File: config.mk
export PLATFORM = sky130hd
export DESIGN_NAME = contactor_precharge_supervisor_top_flat
export DESIGN_NICKNAME = d
export VERILOG_FILES = /design/src/rtl/cps_pkg.sv /design/src/rtl/cps_in_if.sv /design/src/rtl/cps_out_if.sv /design/src/rtl/cps_cfg_regs.sv /design/src/rtl/cps_timer.sv /design/src/rtl/cps_core.sv /design/src/rtl/contactor_precharge_supervisor_top.sv /design/src/flat_wrapper.sv
export SDC_FILE = /design/constraint.sdc
export NUM_CORES = 1
export LEC_CHECK = 0
export BUFFER_PORTS_ARGS = -buffer_cell sky130_fd_sc_hd__buf_4
export CAP_MARGIN = 40
export CELL_PAD_IN_SITES_DETAIL_PLACEMENT = 0
export CELL_PAD_IN_SITES_GLOBAL_PLACEMENT = 1
export CORE_UTILIZATION = 27
export DETAILED_ROUTE_END_ITERATION = 8
export HOLD_SLACK_MARGIN = 0.06
export PLACE_DENSITY_LB_ADDON = 0.1
export SLEW_MARGIN = 20
export SYNTH_ARGS = -nofsm -noshare
export SYNTH_HDL_FRONTEND = slang
export SYNTH_SLANG_ARGS = --single-unit
File: constraint.sdc
create_clock -name clk_i -period 11.3 [get_ports clk_i]
set_input_delay 2.26 -clock clk_i [delete_from_list [all_inputs] [get_ports clk_i]]
set_output_delay 2.26 -clock clk_i [all_outputs]
set_load 0.01 [all_outputs]
File: src/rtl/cps_pkg.sv
// shared types and constants of the contactor precharge supervisor
package cps_pkg;

  localparam int unsigned LIMIT_W = 16;
  localparam int unsigned FAULT_W = 5;
  localparam int unsigned CFG_IDX_W = 3;

  localparam logic [CFG_IDX_W-1:0] REG_SENSE_LIMIT      = 3'd0;
  localparam logic [CFG_IDX_W-1:0] REG_SETTLE_LIMIT     = 3'd1;
  localparam logic [CFG_IDX_W-1:0] REG_MISMATCH_LIMIT   = 3'd2;
  localparam logic [CFG_IDX_W-1:0] REG_PRE_FIRST_LIMIT  = 3'd3;
  localparam logic [CFG_IDX_W-1:0] REG_PRE_STEADY_LIMIT = 3'd4;

  localparam logic [LIMIT_W-1:0] SENSE_LIMIT_RST      = 16'd100;
  localparam logic [LIMIT_W-1:0] SETTLE_LIMIT_RST     = 16'd100;
  localparam logic [LIMIT_W-1:0] MISMATCH_LIMIT_RST   = 16'd10;
  localparam logic [LIMIT_W-1:0] PRE_FIRST_LIMIT_RST  = 16'd1000;
  localparam logic [LIMIT_W-1:0] PRE_STEADY_LIMIT_RST = 16'd100;

  localparam int unsigned FLT_ENABLE_LOSS = 0;
  localparam int unsigned FLT_MAIN_SENSE  = 1;
  localparam int unsigned FLT_MAIN_TMO    = 2;
  localparam int unsigned FLT_PRE_SENSE   = 3;
  localparam int unsigned FLT_PRE_TMO     = 4;

  typedef struct packed {
    logic main_request;
    logic main_sense;
    logic pchg_ready;
    logic pchg_sense;
    logic external_fault;
  } cps_in_t;

  typedef struct packed {
    logic               pre_drive;
    logic               sense_lamp;
    logic               timeout_lamp;
    logic [FAULT_W-1:0] fault_set;
    logic               main_is_closed;
    logic               pre_is_closed;
  } cps_out_t;

  typedef struct packed {
    logic [LIMIT_W-1:0] sense_limit;
    logic [LIMIT_W-1:0] settle_limit;
    logic [LIMIT_W-1:0] mismatch_limit;
    logic [LIMIT_W-1:0] pre_first_limit;
    logic [LIMIT_W-1:0] pre_steady_limit;
  } cps_cfg_t;

  typedef struct packed {
    logic start;
    logic stop;
  } cps_tmr_ctl_t;

endpackage

File: src/rtl/cps_in_if.sv
// request channel carrying one sampled tick
interface cps_in_if;
  logic             valid;
  logic             ready;
  cps_pkg::cps_in_t data;

  modport source (output valid, output data, input ready);
  modport sink (input valid, input data, output ready);
endinterface

File: src/rtl/cps_out_if.sv
// result channel carrying the supervisor outputs of one tick
interface cps_out_if;
  logic              valid;
  logic              ready;
  cps_pkg::cps_out_t data;

  modport source (output valid, output data, input ready);
  modport sink (input valid, input data, output ready);
endinterface

File: src/rtl/cps_cfg_regs.sv
// limit registers written through the configuration port
module cps_cfg_regs (
  input  logic                              clk_i,
  input  logic                              rst_ni,
  input  logic                              cfg_we_i,
  input  logic [cps_pkg::CFG_IDX_W-1:0]     cfg_idx_i,
  input  logic [cps_pkg::LIMIT_W-1:0]       cfg_data_i,
  output cps_pkg::cps_cfg_t                 cfg_o
);
  import cps_pkg::*;

  cps_cfg_t cfg_q;

  always_ff @(posedge clk_i or negedge rst_ni) begin
    if (!rst_ni) begin
      cfg_q.sense_limit      <= SENSE_LIMIT_RST;
      cfg_q.settle_limit     <= SETTLE_LIMIT_RST;
      cfg_q.mismatch_limit   <= MISMATCH_LIMIT_RST;
      cfg_q.pre_first_limit  <= PRE_FIRST_LIMIT_RST;
      cfg_q.pre_steady_limit <= PRE_STEADY_LIMIT_RST;
    end else if (cfg_we_i) begin
      case (cfg_idx_i)
        REG_SENSE_LIMIT:      cfg_q.sense_limit      <= cfg_data_i;
        REG_SETTLE_LIMIT:     cfg_q.settle_limit     <= cfg_data_i;
        REG_MISMATCH_LIMIT:   cfg_q.mismatch_limit   <= cfg_data_i;
        REG_PRE_FIRST_LIMIT:  cfg_q.pre_first_limit  <= cfg_data_i;
        REG_PRE_STEADY_LIMIT: cfg_q.pre_steady_limit <= cfg_data_i;
        default: ;
      endcase
    end
  end

  assign cfg_o = cfg_q;
endmodule

File: src/rtl/cps_timer.sv
// saturating millisecond timer with start and stop control
module cps_timer #(
  parameter int unsigned TIMER_BITS = 16
) (
  input  logic                     clk_i,
  input  logic                     rst_ni,
  input  logic                     en_i,
  input  cps_pkg::cps_tmr_ctl_t    ctl_i,
  output logic [TIMER_BITS-1:0]    cnt_o,
  output logic                     run_o
);
  import cps_pkg::*;

  logic [TIMER_BITS-1:0] cnt_q, cnt_d;
  logic                  run_q, run_d;
  logic [TIMER_BITS-1:0] cnt_tick;

  // count this tick before supervision looks at it
  assign cnt_tick = (run_q && (cnt_q != {TIMER_BITS{1'b1}})) ? cnt_q + 1'b1 : cnt_q;

  always_comb begin
    cnt_d = cnt_tick;
    run_d = run_q;
    if (ctl_i.stop) begin
      cnt_d = '0;
      run_d = 1'b0;
    end else if (ctl_i.start) begin
      cnt_d = '0;
      run_d = 1'b1;
    end
  end

  always_ff @(posedge clk_i or negedge rst_ni) begin
    if (!rst_ni) begin
      cnt_q <= '0;
      run_q <= 1'b0;
    end else if (en_i) begin
      cnt_q <= cnt_d;
      run_q <= run_d;
    end
  end

  assign cnt_o = cnt_tick;
  assign run_o = run_q;
endmodule

File: src/rtl/cps_core.sv
// supervision state and per-tick update of contactor status and faults
module cps_core #(
  parameter int unsigned TIMER_BITS = 16
) (
  input  logic                clk_i,
  input  logic                rst_ni,
  input  logic                en_i,
  input  cps_pkg::cps_in_t    item_i,
  input  cps_pkg::cps_cfg_t   cfg_i,
  output cps_pkg::cps_out_t   res_o
);
  import cps_pkg::*;

  localparam int unsigned CW = (TIMER_BITS > LIMIT_W) ? TIMER_BITS : LIMIT_W;

  logic               main_closed_q, main_closed_d;
  logic               pre_closed_q, pre_closed_d;
  logic               drive_q, drive_d;
  logic [FAULT_W-1:0] faults_q, faults_d;
  logic [1:0]         lamps_q, lamps_d;

  cps_tmr_ctl_t          main_ctl, settle_ctl, wait_ctl, psense_ctl;
  logic [TIMER_BITS-1:0] main_cnt, settle_cnt, wait_cnt, psense_cnt;
  logic                  main_run, settle_run, wait_run, psense_run;

  cps_timer #(.TIMER_BITS(TIMER_BITS)) u_main_tmr (
    .clk_i, .rst_ni, .en_i, .ctl_i(main_ctl), .cnt_o(main_cnt), .run_o(main_run)
  );
  cps_timer #(.TIMER_BITS(TIMER_BITS)) u_settle_tmr (
    .clk_i, .rst_ni, .en_i, .ctl_i(settle_ctl), .cnt_o(settle_cnt), .run_o(settle_run)
  );
  cps_timer #(.TIMER_BITS(TIMER_BITS)) u_wait_tmr (
    .clk_i, .rst_ni, .en_i, .ctl_i(wait_ctl), .cnt_o(wait_cnt), .run_o(wait_run)
  );
  cps_timer #(.TIMER_BITS(TIMER_BITS)) u_psense_tmr (
    .clk_i, .rst_ni, .en_i, .ctl_i(psense_ctl), .cnt_o(psense_cnt), .run_o(psense_run)
  );

  logic main_gt_sense, main_gt_mis, settle_gt, psense_gt_sense;
  logic wait_gt_steady, wait_gt_first;

  assign main_gt_sense   = CW'(main_cnt)   > CW'(cfg_i.sense_limit);
  assign main_gt_mis     = CW'(main_cnt)   > CW'(cfg_i.mismatch_limit);
  assign settle_gt       = CW'(settle_cnt) > CW'(cfg_i.settle_limit);
  assign psense_gt_sense = CW'(psense_cnt) > CW'(cfg_i.sense_limit);
  assign wait_gt_steady  = CW'(wait_cnt)   > CW'(cfg_i.pre_steady_limit);
  assign wait_gt_first   = CW'(wait_cnt)   > CW'(cfg_i.pre_first_limit);

  always_comb begin
    logic mismatch;
    logic wait_fresh;
    mismatch      = 1'b0;
    wait_fresh    = 1'b0;
    main_ctl      = '0;
    settle_ctl    = '0;
    wait_ctl      = '0;
    psense_ctl    = '0;
    main_closed_d = main_closed_q;
    pre_closed_d  = pre_closed_q;
    drive_d       = drive_q;
    faults_d      = faults_q;
    lamps_d       = lamps_q;

    if ((faults_q != '0) || item_i.external_fault) begin
      drive_d = 1'b0;
      if (faults_q[FLT_ENABLE_LOSS] || faults_q[FLT_MAIN_SENSE] || faults_q[FLT_PRE_SENSE]) begin
        lamps_d[0] = 1'b1;
      end
      if (faults_q[FLT_ENABLE_LOSS] || faults_q[FLT_MAIN_TMO] || faults_q[FLT_PRE_TMO]) begin
        lamps_d[1] = 1'b1;
      end
    end else begin
      if (item_i.main_request && !main_closed_q) begin
        if (!main_run) begin
          main_ctl.start = 1'b1;
        end else if (!item_i.main_sense && main_gt_sense) begin
          faults_d[FLT_MAIN_SENSE] = 1'b1;
        end else if (item_i.main_sense) begin
          if (!settle_run) begin
            settle_ctl.start = 1'b1;
          end else if (settle_gt) begin
            main_closed_d    = 1'b1;
            main_ctl.stop    = 1'b1;
            settle_ctl.stop  = 1'b1;
            wait_ctl.start   = 1'b1;
            wait_fresh       = 1'b1;
          end
        end
      end else if (!item_i.main_request && main_closed_q) begin
        if (!main_run) begin
          main_ctl.start = 1'b1;
        end else if (main_gt_mis) begin
          faults_d[FLT_ENABLE_LOSS] = 1'b1;
        end
      end else begin
        mismatch = item_i.main_request ? !item_i.main_sense : item_i.main_sense;
        if (mismatch) begin
          if (!main_run) begin
            main_ctl.start = 1'b1;
          end else if (main_gt_mis) begin
            faults_d[FLT_MAIN_SENSE] = 1'b1;
          end
        end else begin
          main_ctl.stop = 1'b1;
        end
      end

      // a wait timer started this tick reads zero and cannot fire yet
      if (main_closed_d) begin
        if (!item_i.pchg_ready) begin
          if (!(wait_run || wait_fresh)) begin
            wait_ctl.start = 1'b1;
          end else if (!wait_fresh && pre_closed_q && wait_gt_steady) begin
            faults_d[FLT_PRE_TMO] = 1'b1;
          end else if (!wait_fresh && wait_gt_first) begin
            faults_d[FLT_PRE_TMO] = 1'b1;
          end
        end else begin
          drive_d = 1'b1;
          if (!psense_run) begin
            psense_ctl.start = 1'b1;
          end else if (!item_i.pchg_sense && psense_gt_sense) begin
            faults_d[FLT_PRE_SENSE] = 1'b1;
          end else if (item_i.pchg_sense) begin
            pre_closed_d    = 1'b1;
            psense_ctl.stop = 1'b1;
            wait_ctl.stop   = 1'b1;
          end
        end
      end
    end
  end

  always_ff @(posedge clk_i or negedge rst_ni) begin
    if (!rst_ni) begin
      main_closed_q <= 1'b0;
      pre_closed_q  <= 1'b0;
      drive_q       <= 1'b0;
      faults_q      <= '0;
      lamps_q       <= '0;
    end else if (en_i) begin
      main_closed_q <= main_closed_d;
      pre_closed_q  <= pre_closed_d;
      drive_q       <= drive_d;
      faults_q      <= faults_d;
      lamps_q       <= lamps_d;
    end
  end

  assign res_o.pre_drive      = drive_d;
  assign res_o.sense_lamp     = lamps_d[0];
  assign res_o.timeout_lamp   = lamps_d[1];
  assign res_o.fault_set      = faults_d;
  assign res_o.main_is_closed = main_closed_d;
  assign res_o.pre_is_closed  = pre_closed_d;
endmodule

File: src/rtl/contactor_precharge_supervisor_top.sv
// top level of the contactor precharge supervisor
// pipeline: a request accepted is held in the input register, then its result in the result register
// throughput: one request per cycle while the result side is ready, set by the input register and result register
// stalls: while a result waits the input stage takes one more request, then holds
// reset: asynchronous active low, clears the limits to their defaults, all timers,
// faults, lamps and contactor status
module contactor_precharge_supervisor_top #(
  parameter int unsigned TIMER_BITS = 16
) (
  input  logic                          clk_i,
  input  logic                          rst_ni,
  input  logic                          cfg_we_i,
  input  logic [cps_pkg::CFG_IDX_W-1:0] cfg_idx_i,
  input  logic [cps_pkg::LIMIT_W-1:0]   cfg_data_i,
  cps_in_if.sink                        in_req,
  cps_out_if.source                     out_res
);
  import cps_pkg::*;

  cps_cfg_t cfg;
  cps_in_t  item_q;
  logic     item_vld_q;
  cps_out_t res_d, res_q;
  logic     res_vld_q;
  logic     advance;

  cps_cfg_regs u_cfg (
    .clk_i, .rst_ni, .cfg_we_i, .cfg_idx_i, .cfg_data_i, .cfg_o(cfg)
  );

  assign advance      = item_vld_q && (!res_vld_q || out_res.ready);
  assign in_req.ready = !item_vld_q || advance;

  always_ff @(posedge clk_i or negedge rst_ni) begin
    if (!rst_ni) begin
      item_vld_q <= 1'b0;
    end else if (in_req.ready) begin
      item_vld_q <= in_req.valid;
    end
  end

  always_ff @(posedge clk_i) begin
    if (in_req.ready && in_req.valid) begin
      item_q <= in_req.data;
    end
  end

  cps_core #(.TIMER_BITS(TIMER_BITS)) u_core (
    .clk_i, .rst_ni, .en_i(advance), .item_i(item_q), .cfg_i(cfg), .res_o(res_d)
  );

  always_ff @(posedge clk_i or negedge rst_ni) begin
    if (!rst_ni) begin
      res_vld_q <= 1'b0;
    end else if (advance) begin
      res_vld_q <= 1'b1;
    end else if (out_res.ready) begin
      res_vld_q <= 1'b0;
    end
  end

  always_ff @(posedge clk_i) begin
    if (advance) begin
      res_q <= res_d;
    end
  end

  assign out_res.valid = res_vld_q;
  assign out_res.data  = res_q;
endmodule

File: src/flat_wrapper.sv
// flat-port wrapper written by rule: the top's interface ports become plain ports
module contactor_precharge_supervisor_top_flat import cps_pkg::*;
#(
  parameter int unsigned TIMER_BITS = 16
)
  (clk_i, rst_ni, cfg_we_i, cfg_idx_i, cfg_data_i, in_req_valid, in_req_data, in_req_ready, out_res_valid, out_res_data, out_res_ready);
  cps_in_if in_req_i ();
  cps_out_if out_res_i ();
  input  logic clk_i;
  input  logic rst_ni;
  input  logic cfg_we_i;
  input  logic [cps_pkg::CFG_IDX_W-1:0] cfg_idx_i;
  input  logic [cps_pkg::LIMIT_W-1:0] cfg_data_i;
  input wire logic [$bits(in_req_i.valid)-1:0] in_req_valid;
  input wire logic [$bits(in_req_i.data)-1:0] in_req_data;
  output wire logic [$bits(in_req_i.ready)-1:0] in_req_ready;
  output wire logic [$bits(out_res_i.valid)-1:0] out_res_valid;
  output wire logic [$bits(out_res_i.data)-1:0] out_res_data;
  input wire logic [$bits(out_res_i.ready)-1:0] out_res_ready;
  assign in_req_i.valid = in_req_valid;
  assign in_req_i.data = in_req_data;
  assign in_req_ready = in_req_i.ready;
  assign out_res_valid = out_res_i.valid;
  assign out_res_data = out_res_i.data;
  assign out_res_i.ready = out_res_ready;
  contactor_precharge_supervisor_top #(.TIMER_BITS(TIMER_BITS)) u_core (.clk_i(clk_i), .rst_ni(rst_ni), .cfg_we_i(cfg_we_i), .cfg_idx_i(cfg_idx_i), .cfg_data_i(cfg_data_i), .in_req(in_req_i), .out_res(out_res_i));
endmodule
== Yosys cells after proc, flatten, opt, wreduce, memory -nomap -nowiden ==
Index checks and enable logic that the tools add are counted.
Storage, ports and cells
  output and inout bits: 12
  ROM bits: 0
  latch bits: 0
  memories: 0
  RAM bits: 0
  input bits: 29
  word-level logic and storage cells: 188
  register bits: 173
Operators by class
  add/sub/neg operators: 4
  bitwise logic cells: 0
  div/mod/pow operators: 0
  shift-type cells: 0
  reduce and logical (&&, ||, !) cells: 43
  magnitude comparators: 6
  mux-type cells: 96
  equal/unequal tests: 8
  $mul: 0
Operators by type and width (count)
  16-bit two-way mux: 12
  16-bit greater-than comparator: 6
  1-bit two-way mux: 68
  16-bit by 1-bit adder with 16-bit output, second input constant: 4
  16-bit inequality test, second input constant: 4
  2-bit two-way mux: 16
  2-bit AND reduction: 9
  1-bit logical AND: 13
  2-bit nonzero test: 5
  1-bit logical NOT: 7
  1-bit logical OR: 7
  3-bit by 2-bit == test with 1-bit output, second input constant: 2
  5-bit nonzero test: 1
  3-bit by 1-bit == test with 1-bit output, second input constant: 1
  3-bit == test, second input constant: 1
  3-bit logical NOT: 1

== Longest topological paths before layout ==
  depth after elaboration: 19
  mapped depth: 16
  gate-level depth less buffers: 15

== By module ==
From an unflattened synthesis, not the netlist that was laid out.
Unflattened totals
  cells, all modules: 1181
  area total of the unflattened synthesis: 11777.5 um^2
Modules (own cells, without submodules)
  cps_timer at u_core.u_core.u_main_tmr ...: area each 1316.3 um^2, instances 3, cells each 150
  cps_cfg_regs: area each 3071.7 um^2, instances 1, cells each 173
  cps_core: area each 2990.4 um^2, instances 1, cells each 393
  cps_timer at u_core.u_core.u_wait_tmr: area each 1212.4 um^2, instances 1, cells each 142
  contactor_precharge_supervisor_top: area each 554.3 um^2, instances 1, cells each 23

== Worst setup path before layout ==
Ideal clock, no wire load.
  path kind: input to output
  from: input out_res_ready
  to: output in_req_ready
  arrival: 2.469 ns
  cell stages on the path: 1
  path slack: 6.571 ns
  path through: nand3b_1
Between the ends
  cells in the longest elaborated chain, start to end: 3
Ends and longest elaborated chain
  start: declaration: line flat_wrapper.sv:19  | input wire logic [$bits(out_res_i.ready)-1:0] out_res_ready;
  1-bit logical OR: line contactor_precharge_supervisor_top.sv:31  | assign advance = item_vld_q && (!res_vld_q || out_res.ready);
  1-bit logical AND: line contactor_precharge_supervisor_top.sv:31
  1-bit logical OR: line contactor_precharge_supervisor_top.sv:32  | assign in_req.ready = !item_vld_q || advance;
  end: declaration: line flat_wrapper.sv:16  | output wire logic [$bits(in_req_i.ready)-1:0] in_req_ready;
Every way passes these cells.

== Worst setup path after layout ==
Ends and elaborated chain as after synthesis.

==> impl_metrics.prom <==
# TYPE chip_impl_metric gauge
chip_impl_metric{name="detailedRoute.firstIterationViolations",unit=""} 347
chip_impl_metric{name="timing.hold.ws",unit="ps"} 476
chip_impl_metric{name="die_height",unit="µm"} 202
chip_impl_metric{name="min_cycle_time_layout",unit="ps"} 4980
chip_impl_metric{name="initial_antenna_violation_count",unit=""} 2
chip_impl_metric{name="clk_path_buf_depth",unit=""} 2
chip_impl_metric{name="share_clk_of_total_power",unit="%"} 38.2
chip_impl_metric{name="report.power.total",unit="mW"} 1.62
chip_impl_info{name="post_synth_top_area_cell",value="sky130_fd_sc_hd__dfrtp_1"} 1
chip_impl_metric{name="sum_of_met3_wire_segment_lengths_after_detailed_routing",unit="µm"} 581
chip_impl_info{name="critical_path.top_delay_family",value="buffers and inverters"} 1
chip_impl_metric{name="vias",unit=""} 8229
chip_impl_metric{name="grt_pass1_wl",unit="mm"} 50.9
chip_impl_metric{name="global_route.usage.total",unit="%"} 16.5
chip_impl_metric{name="power_leakage",unit="nW"} 5.65
chip_impl_metric{name="final.period_utilization",unit="%"} 44.0
chip_impl_metric{name="tightestPinTransition",unit="ps"} 746
chip_impl_metric{name="p_int",unit="mW"} 1.13
chip_impl_metric{name="synth_area_per_cell",unit="µm²"} 9.29
chip_impl_info{name="rsz0062_at_grt",value="false"} 1
chip_impl_metric{name="p_seq_share",unit="%"} 44.6
chip_impl_metric{name="arrival",unit="ps"} 2720
chip_impl_info{name="crit_chain",value="buf_4 -> nand3b_1 -> buf_4"} 1
chip_impl_metric{name="rows",unit=""} 72
chip_impl_metric{name="cp_max_fo",unit=""} 3
chip_impl_metric{name="die_w",unit="µm"} 202
chip_impl_metric{name="final_core_utilization",unit="%"} 31.5
chip_impl_metric{name="worst-path-buf-inv",unit=""} 2
chip_impl_info{name="end_kind",value="primary output"} 1
chip_impl_info{name="synth.top_cells.by_count",value="sky130_fd_sc_hd__nand2_1, sky130_fd_sc_hd__dfrtp_1, sky130_fd_sc_hd__o21ai_0"} 1
chip_impl_info{name="crit_type",value="in -> out"} 1
chip_impl_metric{name="synth_warnings",unit=""} 0
chip_impl_metric{name="cts.sink_count",unit=""} 173
chip_impl_metric{name="power.switching",unit="mW"} 0.486
chip_impl_metric{name="achievable-frequency",unit="MHz"} 201
chip_impl_metric{name="ys_types",unit=""} 67
chip_impl_metric{name="worst_clock_skew",unit="ps"} 12.9
chip_impl_metric{name="synth_largest_type_area_fraction",unit="%"} 32.9
chip_impl_metric{name="worst_path_largest_cell_delay",unit="ps"} 180
chip_impl_metric{name="finalWirelength",unit="mm"} 32.2
chip_impl_metric{name="max_slew_margin",unit="%"} 49.9
chip_impl_info{name="yosysMostFrequentCell",value="sky130_fd_sc_hd__nand2_1"} 1
chip_impl_metric{name="antennaDiodeCount",unit=""} 0
chip_impl_metric{name="detail-route-antenna-nets",unit=""} 0
chip_impl_metric{name="wire_per_inst",unit="µm"} 18.7
chip_impl_metric{name="finalSetupTns",unit="ps"} 0
chip_impl_metric{name="met1_length",unit="mm"} 15.5
chip_impl_info{name="dr.max_layer_used",value="met4"} 1
chip_impl_metric{name="io-pin-count",unit=""} 41
chip_impl_metric{name="grt_max_degree",unit=""} 68
chip_impl_metric{name="final_layout_size_suffix_gt1_share",unit="%"} 13.1
chip_impl_metric{name="core_area",unit="µm²"} 39000
chip_impl_metric{name="synth_seq_cells",unit=""} 173
chip_impl_metric{name="area_enclosed_by_the_die_boundary",unit="µm²"} 40800
chip_impl_info{name="cp_common_cell",value="sky130_fd_sc_hd__buf_4"} 1
chip_impl_metric{name="cts-buffers-inserted",unit=""} 17
chip_impl_metric{name="hold_viol_final",unit=""} 0
chip_impl_metric{name="power_per_cell_area",unit="nW/µm²"} 132
chip_impl_metric{name="report.final.slew_viol_count",unit=""} 0
chip_impl_metric{name="max_cap_violations",unit=""} 0
chip_impl_metric{name="synth_nets",unit=""} 1291
chip_impl_metric{name="htree_num_levels",unit=""} 4
chip_impl_metric{name="yosysSeqAreaShare",unit="%"} 41.0
chip_impl_metric{name="synthesis.area",unit="µm²"} 10800
chip_impl_info{name="yosys_most_used_dff",value="sky130_fd_sc_hd__dfrtp_1"} 1
chip_impl_info{name="worst_setup_path_start_kind",value="input pin"} 1
chip_impl_info{name="outcome",value="finished clean"} 1
chip_impl_info{name="synth_top_cells_by_area",value="sky130_fd_sc_hd__dfrtp_1, sky130_fd_sc_hd__ha_1, sky130_fd_sc_hd__o21ai_0, sky130_fd_sc_hd__nand2_1, sky130_fd_sc_hd__dfstp_2"} 1
chip_impl_metric{name="setup-violations-final",unit=""} 0
chip_impl_metric{name="wl_met2",unit="mm"} 15.9
chip_impl_metric{name="post-route-worst-setup-slack",unit="ps"} 6320
chip_impl_metric{name="overflow",unit=""} 0
chip_impl_metric{name="drc",unit=""} 0
chip_impl_metric{name="number_of_enable_flip_flop_cells_after_synthesis",unit=""} 14
chip_impl_metric{name="finish.net_count",unit=""} 1325
chip_impl_metric{name="initial_core_util",unit="%"} 27.7
chip_impl_metric{name="flow.area_growth_from_synthesis",unit="%"} 14.0
chip_impl_metric{name="cts.repair.resized",unit=""} 0
chip_impl_metric{name="dp_hpwl",unit="mm"} 23.7
chip_impl_metric{name="io_buffer_count",unit=""} 39
chip_impl_metric{name="synthCells",unit=""} 1162
chip_impl_info{name="holdCritPathClass",value="reg -> reg"} 1
chip_impl_info{name="critPathSlowestCell",value="sky130_fd_sc_hd__nand3b_1"} 1
chip_impl_metric{name="synth-async-reset-ratio",unit="%"} 91.9
chip_impl_metric{name="first_global_vias",unit=""} 8364
chip_impl_metric{name="clk_latency",unit="ps"} 450
chip_impl_info{name="cts.root.buffer_cell",value="sky130_fd_sc_hd__clkbuf_16"} 1
chip_impl_metric{name="cts_post_setup_buffers_inserted",unit=""} 0
chip_impl_metric{name="pre_cts_slack",unit="ps"} 6320
chip_impl_metric{name="sw_frac_of_total",unit="%"} 30.1
chip_impl_metric{name="viasPerCell",unit=""} 4.76
chip_impl_metric{name="irDropWorstVdd",unit="mV"} 0.0986
chip_impl_info{name="cts_tree",value="built"} 1
chip_impl_metric{name="firstDrtPassIters",unit=""} 4
chip_impl_metric{name="gp_congestion",unit=""} 0.765
chip_impl_metric{name="cts-hold-fix-buffers",unit=""} 0
chip_impl_metric{name="share_comb_of_total_power",unit="%"} 17.2
chip_impl_metric{name="timing.critical_path.required",unit="ps"} 9040
chip_impl_metric{name="cts.reportedPaths.clkPinSlew",unit="ps"} 70
chip_impl_metric{name="n_fill_cell",unit=""} 4087
[cell families (layout without fill, tap and decap cells)]
| logic type | Yosys count | count (layout) | share of synthesized area, % |
|---|---|---|---|
| xor gates and xnor gates | 55 | 55 | 4.46 |
| other | 1 | 1 | 0.0348 |
| AOI/OAI and AO/OA | 296 | 296 | 17.9 |
| buffers and inverters | 139 | 186 | 5.24 |
| muxes | 23 | 23 | 2.39 |
| adders and majority gates | 100 | 100 | 11.6 |
| and+or+nand+nor | 375 | 375 | 17.4 |
| DFF | 173 | 173 | 41.0 |
[through the flow]
stage / instances / instance area [µm²]
6_report: 1727 / 12300
5_1_grt: 1727 / 12300
4_1_cts: 1727 / 12300
3_5_place_dp: 1695 / 11700
3_3_place_gp: 1691 / 11600
2_1_floorplan: 1162 / 10800
[cells in the final DEF (no fill, tap or decap), types with 5 or more instances in the layout]
master / instances
sky130_fd_sc_hd__o211ai_1: 5
sky130_fd_sc_hd__o31ai_1: 9
sky130_fd_sc_hd__ha_1: 100
sky130_fd_sc_hd__or3_1: 12
sky130_fd_sc_hd__clkbuf_16: 17
sky130_fd_sc_hd__dfstp_2: 17
sky130_fd_sc_hd__clkinv_4: 5
sky130_fd_sc_hd__nand2b_1: 14
sky130_fd_sc_hd__or4_1: 6
sky130_fd_sc_hd__nor2_1: 55
sky130_fd_sc_hd__xnor2_1: 35
sky130_fd_sc_hd__dfrtp_1: 142
sky130_fd_sc_hd__o21ai_1: 6
sky130_fd_sc_hd__and2_1: 6
sky130_fd_sc_hd__nor4_1: 8
sky130_fd_sc_hd__edfxtp_1: 14
sky130_fd_sc_hd__mux2_2: 22
sky130_fd_sc_hd__nand2_1: 145
sky130_fd_sc_hd__nor2b_1: 11
sky130_fd_sc_hd__a21o_1: 35
sky130_fd_sc_hd__nor3_1: 16
sky130_fd_sc_hd__o21a_1: 9
sky130_fd_sc_hd__o21ai_0: 110
sky130_fd_sc_hd__xor2_1: 20
sky130_fd_sc_hd__buf_4: 48
sky130_fd_sc_hd__inv_1: 102
sky130_fd_sc_hd__and3_1: 16
sky130_fd_sc_hd__nand3_1: 23
sky130_fd_sc_hd__and4_1: 13
sky130_fd_sc_hd__a21oi_1: 52
sky130_fd_sc_hd__a22o_1: 31
sky130_fd_sc_hd__nand4_1: 28
[routing by layer]
layer,vias to the layer above,GRT usage (%)
li1,4187,-
met5,-,0
met3,18,2.42
met2,61,28.3
met1,3963,21.9
met4,0,3.54
[cell type report]
| class | count | area [µm²] | share of cell area (%) |
|---|---|---|---|
| sequential | 173 | 4420 | 35.9 |
| tap | 518 | 648 | 5.27 |
| multi-input combinational | 850 | 5820 | 47.3 |
| clock buffer | 17 | 425 | 3.46 |
| timing repair buffer | 52 | 442 | 3.59 |
| clock inverter | 15 | 163 | 1.32 |
| inverter | 102 | 383 | 3.11 |
[sequential cells by signal (all words and copies together), names as in the netlist, 2 cells and up]
name / cells
u_core.u_core.faults_q: 4
u_core.out_res.data: 9
u_core.u_core.lamps_q: 2
u_core.u_core.u_settle_tmr.cnt_q: 16
u_core.u_core.u_wait_tmr.cnt_q: 16
u_core.u_cfg.cfg_o: 80
u_core.item_q: 5
u_core.u_core.u_psense_tmr.cnt_q: 16
u_core.u_core.u_main_tmr.cnt_q: 16
[power by group through the flow]
stage                     clock network (mW)  logic (mW)  registers, mW
final                                  0.618       0.278          0.722
after detailed placement                   0       0.284          0.734
after CTS                              0.644       0.286          0.722
after floorplan                            0       0.183          0.728
after global placement                     0       0.276          0.734
after global routing                   0.669       0.321          0.730
[final timing paths]
| path | start | end | slack [ps] | cells after the start |
|---|---|---|---|---|
| worst max-delay path | out_res_ready | in_req_ready | 6320 | 3 |
| worst min-delay path | u_core.u_core.lamps_q[0] | u_core.u_core.lamps_q[0] | 480 | 1 |
| worst max register to register | u_core.u_core.u_settle_tmr.cnt_q[4] | u_core.u_core.u_wait_tmr.cnt_q[7] | 6730 | 14 |
| worst min register to register | u_core.u_core.lamps_q[0] | u_core.u_core.lamps_q[0] | 480 | 1 |
| max in group asynchronous | rst_ni | u_core.u_core.u_settle_tmr.cnt_q[0] | 8640 | 3 |
| min in group asynchronous | rst_ni | u_core.u_cfg.cfg_o[11] | 1670 | 1 |
Note: power is estimated with default switching activity, not from simulation.
